`config.mk`:
```
export PLATFORM = sky130hd
export DESIGN_NAME = twelve_hour_clock_seven_segment_mux_flat
export DESIGN_NICKNAME = d
export VERILOG_FILES = /design/src/sv/thc_pkg.sv /design/src/sv/thc_if.sv /design/src/sv/twelve_hour_clock_seven_segment_mux.sv /design/src/flat_wrapper.sv
export SDC_FILE = /design/constraint.sdc
export NUM_CORES = 1
export LEC_CHECK = 0
export ABC_CLOCK_PERIOD_IN_PS = 22300
export BUFFER_PORTS_ARGS = -buffer_cell sky130_fd_sc_hd__buf_2
export CAP_MARGIN = 5
export CORE_MARGIN = 2
export CORE_UTILIZATION = 38
export CTS_CLUSTER_DIAMETER = 60
export DETAILED_ROUTE_END_ITERATION = 12
export GPL_ROUTABILITY_DRIVEN = 0
export SKIP_LAST_GASP = 1
export SLEW_MARGIN = 20
export SYNTH_ARGS = -nofsm -noshare
export SYNTH_HDL_FRONTEND = slang
export SYNTH_SLANG_ARGS = --single-unit
```
`constraint.sdc`:
```
create_clock -name clk -period 22.3 [get_ports clk]
set_input_delay 0 -clock clk [delete_from_list [all_inputs] [get_ports clk]]
set_output_delay 0 -clock clk [all_outputs]
set_load 0.1 [all_outputs]
```
`src/sv/thc_pkg.sv`:
```
`default_nettype none

package thc_pkg;

    localparam int unsigned SecPeriodW = 16;
    localparam int unsigned HoldDelayW = 16;
    localparam int unsigned RepPeriodW = 8;
    localparam int unsigned DwellW     = 8;
    localparam int unsigned CfgDataW   = 16;
    localparam int unsigned CfgIndexW  = 2;

    localparam logic [SecPeriodW-1:0] SEC_PERIOD_RST = 16'd998;
    localparam logic [HoldDelayW-1:0] HOLD_DELAY_RST = 16'd1000;
    localparam logic [RepPeriodW-1:0] REP_PERIOD_RST = 8'd4;
    localparam logic [DwellW-1:0]     DWELL_RST      = 8'd1;

    localparam logic [5:0] MINUTE_RST = 6'd59;
    localparam logic [3:0] HOUR_RST   = 4'd1;
    localparam logic [6:0] SIXTY      = 7'd60;
    localparam logic [4:0] THIRTEEN   = 5'd13;

    typedef enum logic [CfgIndexW-1:0] {
        CFG_SEC_PERIOD = 2'd0,
        CFG_HOLD_DELAY = 2'd1,
        CFG_REP_PERIOD = 2'd2,
        CFG_DWELL      = 2'd3
    } cfg_index_t;

    typedef enum logic [1:0] {
        SCAN_HOUR_TENS  = 2'd0,
        SCAN_HOUR_UNITS = 2'd1,
        SCAN_MIN_TENS   = 2'd2,
        SCAN_MIN_UNITS  = 2'd3
    } scan_t;

    typedef struct packed {
        logic [3:0] tens;
        logic [3:0] units;
    } bcd_t;

    function automatic bcd_t to_bcd(input logic [5:0] value);
        bcd_t r;
        if (value >= 6'd50)
        begin
            r.tens  = 4'd5;
            r.units = 4'(value - 6'd50);
        end
        else if (value >= 6'd40)
        begin
            r.tens  = 4'd4;
            r.units = 4'(value - 6'd40);
        end
        else if (value >= 6'd30)
        begin
            r.tens  = 4'd3;
            r.units = 4'(value - 6'd30);
        end
        else if (value >= 6'd20)
        begin
            r.tens  = 4'd2;
            r.units = 4'(value - 6'd20);
        end
        else if (value >= 6'd10)
        begin
            r.tens  = 4'd1;
            r.units = 4'(value - 6'd10);
        end
        else
        begin
            r.tens  = 4'd0;
            r.units = value[3:0];
        end
        return r;
    endfunction

    // digits above nine show as nine
    function automatic logic [6:0] seg_font(input logic [3:0] digit);
        logic [6:0] s;
        case (digit)
            4'd0:    s = 7'h3F;
            4'd1:    s = 7'h06;
            4'd2:    s = 7'h5B;
            4'd3:    s = 7'h4F;
            4'd4:    s = 7'h66;
            4'd5:    s = 7'h6D;
            4'd6:    s = 7'h7D;
            4'd7:    s = 7'h07;
            4'd8:    s = 7'h7F;
            default: s = 7'h6F;
        endcase
        return s;
    endfunction

endpackage

`default_nettype wire

```
`src/sv/thc_if.sv`:
```
`default_nettype none

interface thc_tick_if;
    logic valid;
    logic ready;
    logic button;

    modport source (output valid, output button, input ready);
    modport sink (input valid, input button, output ready);
endinterface

interface thc_disp_if;
    logic       valid;
    logic       ready;
    logic [3:0] digit_select_n;
    logic [6:0] segments;
    logic       dot;

    modport source (output valid, output digit_select_n, output segments, output dot,
                    input ready);
    modport sink (input valid, input digit_select_n, input segments, input dot,
                  output ready);
endinterface

`default_nettype wire

```
`src/sv/twelve_hour_clock_seven_segment_mux.sv`:
```
// the display item for a tick is presented in the cycle after the tick is taken
// throughput: one tick item per cycle while the display side is ready; the output
// register is the only stage and is refilled in the same cycle it is emptied
// reset: asynchronous active low; time goes to 1:59:00, counters clear, registers
// return to their default periods
`default_nettype none

module twelve_hour_clock_seven_segment_mux
    import thc_pkg::*;
(
    input  wire logic                 clk,
    input  wire logic                 rst_n,
    thc_tick_if.sink                  tick,
    thc_disp_if.source                disp,
    input  wire logic                 cfg_we,
    input  wire logic [CfgIndexW-1:0] cfg_index,
    input  wire logic [CfgDataW-1:0]  cfg_data
);

    logic [SecPeriodW-1:0] sec_period_reg;
    logic [HoldDelayW-1:0] hold_delay_reg;
    logic [RepPeriodW-1:0] rep_period_reg;
    logic [DwellW-1:0]     dwell_period_reg;

    logic [15:0] tick_count_reg, tick_count_next;
    logic [15:0] hold_count_reg, hold_count_next;
    logic [7:0]  repeat_count_reg, repeat_count_next;
    logic        edge_armed_reg, edge_armed_next;
    logic [5:0]  second_reg, second_next;
    logic [5:0]  minute_reg, minute_next;
    logic [3:0]  hour_reg, hour_next;
    logic [7:0]  dwell_count_reg, dwell_count_next;
    logic [1:0]  scan_reg, scan_next;

    logic        out_valid_reg;
    logic [3:0]  digit_sel_reg, digit_sel_next;
    logic [6:0]  segments_reg, segments_next;
    logic        dot_reg, dot_next;

    logic        accept;
    logic [16:0] tick_sum;
    logic        sec_step;
    logic [6:0]  sec_sum;
    logic        sec_carry;
    logic [15:0] hold_inc;
    logic [7:0]  rep_inc;
    logic        rep_fire;
    logic        edge_fire;
    logic [6:0]  min_sum;
    logic [4:0]  hour_sum;
    logic [7:0]  dwell_inc;
    bcd_t        hour_bcd;
    bcd_t        min_bcd;
    logic [3:0]  digit;

    assign tick.ready = !out_valid_reg || disp.ready;
    assign accept     = tick.valid && tick.ready;

    always_ff @(posedge clk or negedge rst_n)
    begin
        if (!rst_n)
        begin
            sec_period_reg   <= SEC_PERIOD_RST;
            hold_delay_reg   <= HOLD_DELAY_RST;
            rep_period_reg   <= REP_PERIOD_RST;
            dwell_period_reg <= DWELL_RST;
        end
        else if (cfg_we)
        begin
            case (cfg_index_t'(cfg_index))
                CFG_SEC_PERIOD: sec_period_reg   <= cfg_data[SecPeriodW-1:0];
                CFG_HOLD_DELAY: hold_delay_reg   <= cfg_data[HoldDelayW-1:0];
                CFG_REP_PERIOD: rep_period_reg   <= cfg_data[RepPeriodW-1:0];
                CFG_DWELL:      dwell_period_reg <= cfg_data[DwellW-1:0];
                default:        ;
            endcase
        end
    end

    always_comb
    begin
        tick_sum        = {1'b0, tick_count_reg} + 17'd1;
        sec_step        = tick_sum >= {1'b0, sec_period_reg};
        tick_count_next = sec_step ? 16'd0 : tick_sum[15:0];

        sec_sum   = {1'b0, second_reg} + {6'd0, sec_step};
        sec_carry = sec_sum >= SIXTY;
        second_next = sec_carry ? 6'd0 : sec_sum[5:0];

        hold_inc = (hold_count_reg != 16'hFFFF) ? hold_count_reg + 16'd1 : hold_count_reg;
        rep_inc  = repeat_count_reg + 8'd1;
        rep_fire = 1'b0;
        edge_fire = 1'b0;
        if (tick.button)
        begin
            hold_count_next   = hold_inc;
            repeat_count_next = repeat_count_reg;
            if (hold_inc >= hold_delay_reg)
            begin
                rep_fire          = rep_inc >= rep_period_reg;
                repeat_count_next = rep_fire ? 8'd0 : rep_inc;
            end
            edge_fire       = edge_armed_reg;
            edge_armed_next = 1'b0;
        end
        else
        begin
            hold_count_next   = 16'd0;
            repeat_count_next = 8'd0;
            edge_armed_next   = 1'b1;
        end

        min_sum = {1'b0, minute_reg} + {6'd0, rep_fire} + {6'd0, edge_fire}
                  + {6'd0, sec_carry};
        if (min_sum >= SIXTY)
        begin
            minute_next = 6'd0;
            hour_sum    = {1'b0, hour_reg} + 5'd1;
        end
        else
        begin
            minute_next = min_sum[5:0];
            hour_sum    = {1'b0, hour_reg};
        end
        if (hour_sum >= THIRTEEN || hour_sum == 5'd0)
            hour_next = 4'd1;
        else
            hour_next = hour_sum[3:0];

        hour_bcd = to_bcd({2'b00, hour_next});
        min_bcd  = to_bcd(minute_next);
        case (scan_t'(scan_reg))
            SCAN_HOUR_TENS:  digit = hour_bcd.tens;
            SCAN_HOUR_UNITS: digit = hour_bcd.units;
            SCAN_MIN_TENS:   digit = min_bcd.tens;
            SCAN_MIN_UNITS:  digit = min_bcd.units;
            default:         digit = min_bcd.units;
        endcase
        digit_sel_next = ~(4'b0001 << scan_reg);
        segments_next  = seg_font(digit);
        dot_next       = (scan_t'(scan_reg) == SCAN_HOUR_UNITS) && second_next[0];

        dwell_inc = dwell_count_reg + 8'd1;
        if (dwell_inc >= dwell_period_reg)
        begin
            dwell_count_next = 8'd0;
            scan_next        = scan_reg + 2'd1;
        end
        else
        begin
            dwell_count_next = dwell_inc;
            scan_next        = scan_reg;
        end
    end

    always_ff @(posedge clk or negedge rst_n)
    begin
        if (!rst_n)
        begin
            tick_count_reg   <= 16'd0;
            hold_count_reg   <= 16'd0;
            repeat_count_reg <= 8'd0;
            edge_armed_reg   <= 1'b1;
            second_reg       <= 6'd0;
            minute_reg       <= MINUTE_RST;
            hour_reg         <= HOUR_RST;
            dwell_count_reg  <= 8'd0;
            scan_reg         <= 2'd0;
        end
        else if (accept)
        begin
            tick_count_reg   <= tick_count_next;
            hold_count_reg   <= hold_count_next;
            repeat_count_reg <= repeat_count_next;
            edge_armed_reg   <= edge_armed_next;
            second_reg       <= second_next;
            minute_reg       <= minute_next;
            hour_reg         <= hour_next;
            dwell_count_reg  <= dwell_count_next;
            scan_reg         <= scan_next;
        end
    end

    always_ff @(posedge clk or negedge rst_n)
    begin
        if (!rst_n)
            out_valid_reg <= 1'b0;
        else if (tick.ready)
            out_valid_reg <= tick.valid;
    end

    // result register
    always_ff @(posedge clk)
    begin
        if (accept)
        begin
            digit_sel_reg <= digit_sel_next;
            segments_reg  <= segments_next;
            dot_reg       <= dot_next;
        end
    end

    assign disp.valid          = out_valid_reg;
    assign disp.digit_select_n = digit_sel_reg;
    assign disp.segments       = segments_reg;
    assign disp.dot            = dot_reg;

endmodule

`default_nettype wire

```
`src/flat_wrapper.sv`:
```
// flat-port wrapper written by rule: the top's interface ports become plain ports
module twelve_hour_clock_seven_segment_mux_flat import thc_pkg::*;
  (clk, rst_n, cfg_we, cfg_index, cfg_data, tick_valid, tick_button, tick_ready, disp_valid, disp_digit_select_n, disp_segments, disp_dot, disp_ready);
  thc_tick_if tick_i ();
  thc_disp_if disp_i ();
  input  wire logic clk;
  input  wire logic rst_n;
  input  wire logic cfg_we;
  input  wire logic [CfgIndexW-1:0] cfg_index;
  input  wire logic [CfgDataW-1:0] cfg_data;
  input wire logic [$bits(tick_i.valid)-1:0] tick_valid;
  input wire logic [$bits(tick_i.button)-1:0] tick_button;
  output wire logic [$bits(tick_i.ready)-1:0] tick_ready;
  output wire logic [$bits(disp_i.valid)-1:0] disp_valid;
  output wire logic [$bits(disp_i.digit_select_n)-1:0] disp_digit_select_n;
  output wire logic [$bits(disp_i.segments)-1:0] disp_segments;
  output wire logic [$bits(disp_i.dot)-1:0] disp_dot;
  input wire logic [$bits(disp_i.ready)-1:0] disp_ready;
  assign tick_i.valid = tick_valid;
  assign tick_i.button = tick_button;
  assign tick_ready = tick_i.ready;
  assign disp_valid = disp_i.valid;
  assign disp_digit_select_n = disp_i.digit_select_n;
  assign disp_segments = disp_i.segments;
  assign disp_dot = disp_i.dot;
  assign disp_i.ready = disp_ready;
  twelve_hour_clock_seven_segment_mux u_core (.clk(clk), .rst_n(rst_n), .tick(tick_i), .disp(disp_i), .cfg_we(cfg_we), .cfg_index(cfg_index), .cfg_data(cfg_data));
endmodule
```
==> results of run 1 <==
[power by group]
part	leakage (nW)	internal, mW	switching (mW)
sequential	1.55	0.282	0.0370
combinational	2.65	0.120	0.193
clock	0.295	0.179	0.110
[cells in the mapped netlist, types with 18 or more instances]
library cell,count,area share
and3_1,20,0.014
nand3_1,34,0.019
dfstp_2,22,0.066
inv_1,77,0.033
mux2_2,36,0.046
o21ai_0,59,0.034
a21o_1,18,0.015
clkbuf_1,23,0.0098
a21oi_1,35,0.020
nor2_1,31,0.013
nand2_1,117,0.050
xnor2_1,23,0.023
dfrtp_1,94,0.27
ha_1,76,0.11
[metal layers]
metal | routed length, µm | track usage
met1 | 10330 | 0.2533
met2 | 9273 | 0.2845
met3 | 648 | 0.02917
met4 | 402 | 0.06073
met5 | 0 | 0
[worst max-delay path: cells and delay by family (launching register included)]
kind / cells / cell delay (ns)
adder cells (fa/ha/maj): 7 / 2.37
buffers and inverters: 2 / 0.36
AND/OR/NAND/NOR: 17 / 4.13
AO/OA/AOI/OAI: 10 / 2.13
XOR/XNOR: 1 / 0.22
multiplexers: 1 / 0.29
flip-flops: 1 / 0.42
[layout by cell type (no fill, tap or decap), types with 12 or more instances in the layout]
cell type,instances
buf_2,36
nor2b_1,15
xnor2_1,23
nor3_1,15
mux2_2,36
xor2_1,17
a22o_1,17
clkbuf_16,17
o31ai_1,12
nand3_1,34
and3_1,20
inv_1,77
dfrtp_1,94
edfxtp_1,12
nand2b_1,14
nand2_1,116
ha_1,76
nand4_1,16
nor2_1,31
a21o_1,18
o21ai_0,59
dlygate4sd3_1,19
dfstp_2,22
a21oi_1,35
[through the flow]
stage	power [mW]	util	hold slack (ns)
2_1_floorplan	0.5540	-	-0.2956
3_3_place_gp	0.6250	0.4062	0.1761
3_5_place_dp	0.6292	0.4062	0.1765
4_1_cts	0.9267	0.4412	0.06962
5_1_grt	0.9807	0.4412	0.1161
6_report	0.9209	0.4412	0.08541
[worst max-delay path by stage]
stage                                              start                                     to  slack, ns  depth (start not counted)
floorplan           u_core.tick_count_reg[2]$_DFFE_PN0P_  u_core.disp.segments[3]$_SDFFCE_PP1P_      14.18                         41
global placement    u_core.tick_count_reg[2]$_DFFE_PN0P_  u_core.disp.segments[3]$_SDFFCE_PP1P_      12.74                         38
detailed placement  u_core.tick_count_reg[2]$_DFFE_PN0P_  u_core.disp.segments[3]$_SDFFCE_PP1P_      12.38                         38
CTS                 u_core.tick_count_reg[2]$_DFFE_PN0P_  u_core.disp.segments[3]$_SDFFCE_PP1P_      12.31                         38
global route        u_core.tick_count_reg[2]$_DFFE_PN0P_  u_core.disp.segments[3]$_SDFFCE_PP1P_      11.18                         37
finish              u_core.tick_count_reg[2]$_DFFE_PN0P_  u_core.disp.segments[3]$_SDFFCE_PP1P_      12.20                         38
[logic make-up (layout without fill, tap and decap cells)]
logic type / after synthesis / count (layout) / share of synthesized area
adder cells (fa/ha/maj): 78 / 78 / 0.1127
AND/OR/NAND/NOR: 305 / 305 / 0.1764
XOR/XNOR: 40 / 40 / 0.03983
buffers and inverters: 114 / 172 / 0.05235
flip-flops: 128 / 128 / 0.3742
AO/OA/AOI/OAI: 224 / 224 / 0.1840
multiplexers: 48 / 48 / 0.06061
[layout make-up]
cell class,instances,area [µm²]
clock buffers,20,446.7
clock inverters,12,157.7
fillers,2179,12690
inverters,78,292.8
multi-input cells,695,5051
flip-flops and latches,128,3291
well taps,285,356.6
repair buffers,62,422.9
==> out/results.txt, run 1 <==
The flow ran to the end, and the final reports show no timing, DRC or antenna violations. The leakage power summed over all cells is 4.493 nW. Worst stage delay on the critical path: 0.69 ns. Once detail routing completed, the nets flagged for antenna violations numbered 0. The initial core utilization was 0.3873; the fraction of layout cells with a size suffix above 1 was 0.1628. The type of the worst setup path is register to register. The root buffer cell chosen for the clock tree is clkbuf_16. Wires add up to 20,650 µm. After routing, the total negative slack on setup checks comes to 0 ns.

The power density of the placed cells came out at 91.92 nW/µm². For the finished layout, the period the worst path requires is 10.10 ns. The logs give 10,020 µm² for the design area and 0 for the total number of yosys warnings.

For the deepest level of the CTS H-tree, the log shows 4. Kind of start point of the critical path: a register. After detailed routing, the number of remaining DRC violations is 0. Relative to the synthesized area, the layout overhead comes to 13.91%. Die boundary width: 156.1 µm.

Share of async-settable or async-resettable flops after synthesis: 0.9063. The net count of the finished layout is 1,084. The half-perimeter wire length after placement was 14,450 µm; the post-cts hold buffer count was 19.

In this run the critical register-to-register path is launched from u_core.tick_count_reg[2]$_DFFE_PN0P_. Data arrives at the worst endpoint at 10.38 ns. The mapped cell area is 8795 µm². For the floorplan die area, the log shows 24,380 µm².

The wire length per cell after detailed routing is 16.14 µm. The path class of the tightest hold or removal check is primary input to register. Once routing completed, OpenROAD measured the worst setup slack at 12.20 ns. The number of cells in the design after placement was 1,229; the maximum number of pins on one net before global-route repair was 69. The longest clock path from root to sink contains 2 buffers. The endpoint identified for the worst register-to-register timing path is u_core.disp.segments[3]$_SDFFCE_PP1P_. Across the run, the number of max-cap violations was 0. TritonCTS built the clock tree. The worst-skew pair later-pin latency was 0.42 ns; the required time at the endpoint of the critical path was 22.59 ns.

The logs give 128 for the TritonCTS sink count and 0.09906 GHz for the maximum clock rate. Critical path endpoint category: a register. The tools report the initial antenna violation count as 0. The cell with the most instances on the worst path is ha_1. Of all nets on the critical path, the largest fanout is 15.

For hold timing, the worst endpoint is u_core.hold_count_reg[0]$_DFFE_PN0P_. The origin of the worst min-delay path is tick_button. VDD sags by at most 51.47 µV. The first global-routing pass estimated 35,130 µm of wire. The final period utilization is 0.4527, and the via total after detailed routing is 6,949.

After the first detailed-routing iteration, the DRC count stood at 345. The clock transition time at the flip-flop clock pins of the worst setup and hold paths is 0.06 ns, and the number of global-route vias before repair is 6,845. The first TritonRoute pass finished after 5 iterations. Setup violations remaining at the end of the flow were counted as 0. Yosys mapped a number of flops with a built-in enable equal to 12.

The region available for standard cell placement spans 22,710 µm². The number of placement rows is 55. Total track usage: 0.1807. The tools report the number of post-CTS setup repair buffers as 0. The number of nets in the synthesized netlist is 1,039. For the post-place setup slack, the log shows 12.38 ns. At the pin with the least slew margin, the transition time is 0.8968 ns. Along the worst hold path, the cell count comes to 5. In this run the mean area of a mapped cell was 9.386 µm².

Among all stages on the critical path, the largest delay is contributed by nor2_1. The cell depth of the worst flop-to-flop path is 38. Setup repair after global routing left no endpoint under its margin. Pin placement for this block handled 38 I/O pins. The floorplan step set the die height to 156.1 µm. The flop-to-flop setup slack was 12.20 ns; the worst setup skew after layout was 0.01430 ns. The part of the Yosys area used for sequential elements is 0.3742, and the post-synthesis cell type count is 85. After detailed routing, the number of vias per cell comes to 5.429. The post-cts gate resize count was 0. Final antenna diode count: 0.

The overall overflow remaining after global route was 0; the count of placed standard cells in the final layout, fillers left out was 1,280. The synthesized design contains 128 register bits. The number of max-slew violations in the final report was 0. After technology mapping, the gate count stands at 937.

The number of I/O port buffers is 37. Among all flip-flop cells after synthesis, the most frequent one is dfrtp_1. The worst relative slew slack is 0.4021.

After detailed placement, the total cell area comes to 9224 µm². The hold violation count in the final report was 0. The number of CTS-inserted buffers is 17.
(Power assumes the default switching activity.)
==> run 2, diff against run 1 <==
- ABC_AREA: not set -> 1
- ABC_CLOCK_PERIOD_IN_PS: 22300 -> 9200
- clock period: 22.3 -> 9.2 ns (I/O delays scaled with it)
==> run 2 against run 1 <==
- core utilization rose by 0.82 points
- synthesized cell count rose by 12%
- setup slack got worse by 11 ns
- non-clock buffer count fell by 2
- die area fell by 6.2%
- register-to-register slack got worse by 11 ns
- flip-flop and latch count did not move
==> out/results.txt, run 2 <==
The run finished with clean final reports. For the remaining antenna violation count, the log shows 0. Top flip-flop cell by instance count after synthesis: dfrtp_1. Clock skew on the completed layout was measured at 0.01096 ns.

The logs give 0.1679 for the total track usage and 0 for the overall overflow remaining after global route. The final period utilization is 0.8878, and the transition at the pin with the smallest max-transition slack is 0.9384 ns. The H-tree generated during clock tree synthesis spans 4 levels. The worst hold path belongs to the class primary input to register. The share of power burned in combinational logic is 0.375, and the tightest hold margin is 0.06773 ns. The clock drives 128 sinks. Floorplan die area: 22,870 µm². The maximum number of pins on one net before global-route repair is 78, and the average footprint of a synthesized cell is 7.815 µm². Data arrives at the worst endpoint at 8.36 ns. The post-synthesis sequential element count was 128; the fraction of layout cells with a size suffix above 1 was 0.1183. The first routing iteration left 342 violations. The number of nets in the finished design was 1,213; the max-capacitance violation count was 0. After filler insertion, the fill cell instance count of the layout stands at 2,074.

At the worst endpoint, the required time is 9.39 ns. The run gives 0 as the total number of yosys warnings. The routed wire length was 17,680 µm; the share of total power consumed by net switching was 0.4062. The tools report the number of instances in the synthesized netlist as 1,054. For the area of the core, the log shows 21,150 µm². The worst setup path is captured at a register.

The via total after detailed routing was 6,740. In the final timing run, aggregate negative setup slack is 0 ns. Most common cell in the synthesized netlist: nand2_1. By area the synthesized netlist is led by dfrtp_1, ha_1, nand2_1, inv_1, dfstp_2.

Across the VDD grid, the largest voltage drop is 102.7 µV. The die boundary width was 151.2 µm. The first-pass iteration count of the detailed router came out at 5.

The largest fanout on the critical path came out at 16. The number of buffers between clock root and the deepest sink is 2. 0 antenna diodes ended up in the layout.

Counting I/O delays and the setup requirement, the final critical path takes 8.168 ns. The run gives 9505 µm² as the design area. The run gives 53 as the number of placement rows. Once placement completed, the tool counted placed cells totaling 1,348.

The number of I/O port buffers is 37. Vertical die dimension: 151.2 µm. Number of max-slew violations in the final report: 0. In the synthesized netlist, the cells that appear most often are nand2_1, inv_1, o21ai_0, dfrtp_1, ha_1. Timing would allow up to 0.1224 GHz. The number of global-route vias before repair is 6,599. Clock share of power: 0.291.

Summed over all instances, the cell type with the most area after synthesis is dfrtp_1. The post-synthesis cell type count was 46. Counting stages on the worst path, the most repeated cell is nand2_1. After clock tree synthesis, the clock-pin slew on the worst setup and hold paths is 0.06 ns. The worst relative slew slack is 0.3702, and the number of I/O pins is 38.

The design draws 2.372 mW. The half-perimeter wire length after placement is 12,810 µm. The type of the worst setup path was register to register. Counting the buffers created by CTS gives 17.

TritonCTS built the clock tree. Summed over all cells, the static leakage comes to 4.780 nW. The placed instances occupy a cell area of 8711 µm².

The wire length per cell after detailed routing is 12.64 µm. Relative to the synthesized area, the layout overhead comes to 15.40%. The largest individual stage delay along the critical path comes from the cell nand2_1. The part of the Yosys area used for sequential elements is 0.3995, and the share of async-settable or async-resettable flops after synthesis is 0.9063. For the portion of total power attributed to sequential cells, the log shows 0.334. In this run the clock root is driven by a clkbuf_16.

Setup repair after global routing left no endpoint under its margin. The tools report the initial antenna violation count as 0. STA classifies the critical path startpoint as a register. The wire length of the first global-routing pass was 30,590 µm; the number of failing setup endpoints in the final timing report was 0.

Leaving out fill and tap cells, the most frequent cells in the layout are nand2_1, inv_1, o21ai_0, dfrtp_1, ha_1. The logs give 1,156 for the total nets after synthesis and 8237 µm² for the mapped cell area. For the hold violation count in the final report, the log shows 0. For the internal power summed over all cells, the log shows 1.408 mW. Commonest non-fill, non-tap cell in the layout: nand2_1. In this design, the stage delay of the slowest critical-path cell is 0.43 ns. Post-detailed-route via-to-cell ratio: 4.818. Dividing total power by cell area gives a power density of 249.5 nW/µm².

Yosys mapped a number of flops with a built-in enable equal to 12. The logs give 0.43 ns for the worst-skew pair later-pin latency and 0.3894 for the initial core utilization. For this run, design rule violations remaining after detail routing come to 0. The finished layout holds 1,399 standard cells, fillers aside. Fraction of synthesized cell area taken by the top area cell type: 0.2856.

For this design the total switching power over the nets is 963.3 µW.
run 2: changes by cell type after synthesis, moves of 11 or more:
cell / change
a21o_1: -18
a22o_1: -16
and3_1: -20
inv_1: +120
mux2_2: -36
nand2_1: +112
nand2_2: +11
nand2b_1: -14
nand3_1: +28
nor2_1: +14
nor2b_1: -15
o21ai_0: +44
xnor2_1: -16
xor2_1: +11
run 2: power groups by stage:
stage / Combinational (mW) / Sequential, mW / Clock, mW
CTS: 0.897 / 0.792 / 0.705
global route: 1.03 / 0.811 / 0.728
global placement: 0.875 / 0.799 / 0
floorplan: 0.584 / 0.905 / 0
detailed placement: 0.885 / 0.800 / 0
finish: 0.890 / 0.792 / 0.690
run 2: final timing paths:
path / start / endpoint / slack [ns] / cells past startpoint
worst min register to register: u_core.hold_delay_reg[1]$_DFFE_PN0P_ / u_core.hold_delay_reg[1]$_DFFE_PN0P_ / 0.48 / 2
max in group asynchronous: rst_n / u_core.tick_count_reg[12]$_DFFE_PN0P_ / 7.81 / 3
min in group asynchronous: rst_n / u_core.rep_period_reg[7]$_DFFE_PN0P_ / 0.20 / 2
worst max-delay path: u_core.tick_count_reg[2]$_DFFE_PN0P_ / u_core.disp.segments[4]$_DFFE_PP_ / 1.03 / 52
worst min-delay path: tick_valid / u_core.disp.valid$_DFFE_PN0N_ / 0.07 / 4
worst max register to register: u_core.tick_count_reg[2]$_DFFE_PN0P_ / u_core.disp.segments[4]$_DFFE_PP_ / 1.03 / 52
run 2: critical path: cells and delay by family, from the launching register on:
kind                       cells  cell delay, ns
and+or+nand+nor               29            3.72
adders and majority gates      7            1.94
buffers and inverters         10            0.76
AOI/OAI and AO/OA              4            0.68
DFF                            1            0.41
xor gates and xnor gates       2            0.40
run 2: through the flow:
step,utilization,setup slack (ns)
after floorplan,-,2.263
after global placement,0.4118,1.140
after detailed placement,0.4118,1.120
after CTS,0.4491,1.041
after global routing,0.4493,0.1676
final,0.4493,1.032
run 2: cell type report:
| class | instances | area, µm² | share of cell area |
|---|---|---|---|
| clock buffer | 20 | 478.0 | 0.05028 |
| clock inverter | 12 | 121.4 | 0.01277 |
| inverter | 205 | 769.5 | 0.08095 |
| multi-input combinational | 699 | 4094 | 0.4307 |
| sequential | 128 | 3291 | 0.3462 |
| tap | 275 | 344.1 | 0.03620 |
| timing repair buffer | 60 | 407.9 | 0.04291 |
run 2: timing repair:
item | in CTS | in global routing
gates resized for setup | 0 | 0
hold buffers | 19 | 0
buffers inserted | 0 | 0
hold endpoints to repair | 102 | 0
run 2: cells by family (layout without fill, tap and decap cells):
kind of cell	after synthesis	after routing	share of synthesized area
AND/OR/NAND/NOR	403	403	0.2165
XOR/XNOR	36	36	0.03919
flip-flops	128	128	0.3995
AO/OA/AOI/OAI	182	182	0.1205
adder cells (fa/ha/maj)	78	78	0.1203
buffers and inverters	227	297	0.1041
run 2: routing by layer:
layer,share of wire,GRT usage,vias to the layer above
met5,0,0,-
met3,0.031,0.03313,25
met4,0.019,0.06028,0
met1,0.50,0.2251,3118
li1,-,-,3511
met2,0.45,0.2699,86
==> run 3, diff against run 2 <==
- RECOVER_POWER: not set -> 50
==> run 3 against run 2 <==
- the flow now finishes with violations (capacitance limit, slew limit)
- critical path type unchanged
- cell count did not move
- clock power barely moved
- maximum frequency barely moved
- first-iteration DRC count fell by 3.8%
- wire length barely moved
- largest cell class unchanged
- via count fell by 0.18%
- largest power group unchanged
- count of clock-buffer cells in the layout did not move
- die area did not move
==> out/results.txt, run 3 (synthesized netlist as in run 2, its figures left out) <==
Buffers inserted during clock tree synthesis total 17. Adding up every negative setup slack in the final design gives 0 ns. In this run the remaining antenna-violating nets after routing total 0. The library cell used as clock root buffer was clkbuf_16. Setup violations remaining at the end of the flow were counted as 0.

Wires add up to 17,690 µm. The run gives 2 as the number of buffers between clock root and the deepest sink. Measured along the y axis, the die boundary spans 151.2 µm. In the routed design, unresolved DRC markers number 0. The number of max-slew violations in the final report was 156; the post-cts gate resize count was 0.

The transition at the pin with the smallest max-transition slack works out to 3.552 ns. The die covers 22,870 µm². The tools report the max-capacitance violation count as 3. The floorplan has 53 rows. With fillers left out, the area of the finished cells amounts to 9470 µm².

After the last flow step, the layout net total stands at 1,213. The wire length of the first global-routing pass is 30,590 µm, and the wire length per cell after detailed routing is 12.65 µm. Compared with the post-synthesis result, the final layout area differs by 14.98%.

Using the TritonRoute via totals, the vias-per-cell ratio works out to 4.809. Overall overflow remaining after global route: 0. STA classifies the critical path endpoint as a register. The maximum number of pins on one net before global-route repair was 78. The tools report the total track usage as 0.1679. The die boundary width came out at 151.2 µm. Leaving out fill and tap cells, the most frequent cell in the layout is nand2_1. Setup slack on the critical path of the routed design comes to 1.039 ns.

Buffers placed on the I/O ports in this run total 37. The placed instances occupy a cell area of 8711 µm². The kind of start point of the critical path is a register.

Cell with the most instances on the worst path: nand2_1. For the number of global-route vias before repair, the log shows 6,599. The detailed router finished its first iteration with 329 violations. The largest fanout on the critical path works out to 16. For the initial core utilization, the log shows 0.3894.

0 antenna diodes ended up in the layout. For the area of the core, the log shows 21,150 µm². The final reports fail on capacitance limit, slew limit. The post-route minimum period is 8.161 ns. The fraction of layout cells with a size suffix above 1 was 0.1005; the required time at the endpoint of the critical path was 9.39 ns. The worst stage delay on the critical path was 0.43 ns. Across the routed clock network, the largest skew measured is 0.01171 ns. The setup path with the least slack is of type register to register. OpenSTA, run right after detailed placement, puts the worst setup slack at 1.120 ns. The clock transition time at the flip-flop clock pins of the worst setup and hold paths works out to 0.06 ns.

Setup repair after global routing left no endpoint under its margin. The analysis attributes to cell leakage a power of 4.733 nW. The run gives 0 as the number of post-CTS setup repair buffers.

For the maximum ir drop on the vdd rail, the log shows 103.0 µV. Detailed placement finished with a half-perimeter wire length of 12,810 µm. The worst-skew pair later-pin latency is 0.43 ns, and the initial antenna violation count is 0. The top cell types in the final layout, fill and taps aside, are nand2_1, inv_1, o21ai_0, dfrtp_1, ha_1.

The flow ran to the end, but the final reports show violations. The arrival time of data at the critical path endpoint is 8.35 ns, and the post-cts hold buffer count is 19. TritonCTS sink count: 128. The tools report the worst relative slew slack as -1.368. The power density of the placed cells is 249.9 nW/µm². The run gives 7 as the first-pass iteration count of the detailed router. The tightest min-delay check is of the primary input to register type. Hold violation count in the final report: 0. 38 I/O pins were placed. Among all stages on the critical path, the largest delay is contributed by nand2_1. The overall power after layout came out at 2.367 mW. The via total after detailed routing was 6,728; the maximum clock rate was 0.1225 GHz. Final period utilization: 0.8871. TritonCTS built the clock tree. The clock tree synthesis step divided the H-tree into 4 levels.
==> run 3: cell count changes in the layout (fill, tap and decap cells not counted), sizes merged <==
cell	change
clkbuf	+18
buf	-18
==> run 3: final timing paths <==
kind | from | to | slack (ns) | cells after the start
setup / recovery | u_core.tick_count_reg[2]$_DFFE_PN0P_ | u_core.disp.segments[4]$_DFFE_PP_ | 1.04 | 52
hold reg to reg | u_core.hold_delay_reg[1]$_DFFE_PN0P_ | u_core.hold_delay_reg[1]$_DFFE_PN0P_ | 0.48 | 2
max in group asynchronous | rst_n | u_core.tick_count_reg[12]$_DFFE_PN0P_ | 3.95 | 3
hold / removal | cfg_we | u_core.rep_period_reg[2]$_DFFE_PN1P_ | 0.17 | 4
setup reg to reg | u_core.tick_count_reg[2]$_DFFE_PN0P_ | u_core.disp.segments[4]$_DFFE_PP_ | 1.04 | 52
min in group asynchronous | rst_n | u_core.rep_period_reg[7]$_DFFE_PN0P_ | 1.32 | 2
==> run 3: worst max-delay path, delay by kind of cell (launching register included) <==
| kind | cells | cell delay (ns) |
|---|---|---|
| buf+inv | 10 | 0.76 |
| fa+ha+maj | 7 | 1.94 |
| xor+xnor | 2 | 0.40 |
| flops | 1 | 0.41 |
| compound gates | 4 | 0.68 |
| simple gates | 29 | 3.73 |
==> run 3: through the flow <==
stage | std cells | hold WS (ns) | util
after floorplan | 1054 | -0.2956 | -
after global placement | 1348 | 0.1599 | 0.4118
after detailed placement | 1348 | 0.1591 | 0.4118
after CTS | 1399 | 0.06905 | 0.4491
after global routing | 1399 | 0.2819 | 0.4477
final | 1399 | 0.1740 | 0.4477
==> run 3: layer usage <==
metal  GRT usage  wire length, µm  up-vias
met5           0                0        -
met4     0.06028              334        0
met3     0.03313              555       25
met2      0.2699             8004       86
met1      0.2251             8797     3105
li1            -                -     3512
==> run 3: area by class of cell <==
class / instances / area (µm²)
Clock inverter: 12 / 121.4
Fill cell: 2082 / 11680
Tap cell: 275 / 344.1
Sequential cell: 128 / 3291
Timing Repair Buffer: 60 / 377.9
Multi-Input combinational cell: 699 / 4089
Clock buffer: 20 / 478.0
Inverter: 205 / 769.5
==> run 3: power by group <==
part           internal, mW  total (mW)  switching, mW
Sequential            0.712       0.792         0.0801
Clock                 0.408       0.690          0.282
Combinational         0.283       0.885          0.602
Total                  1.40        2.37          0.964
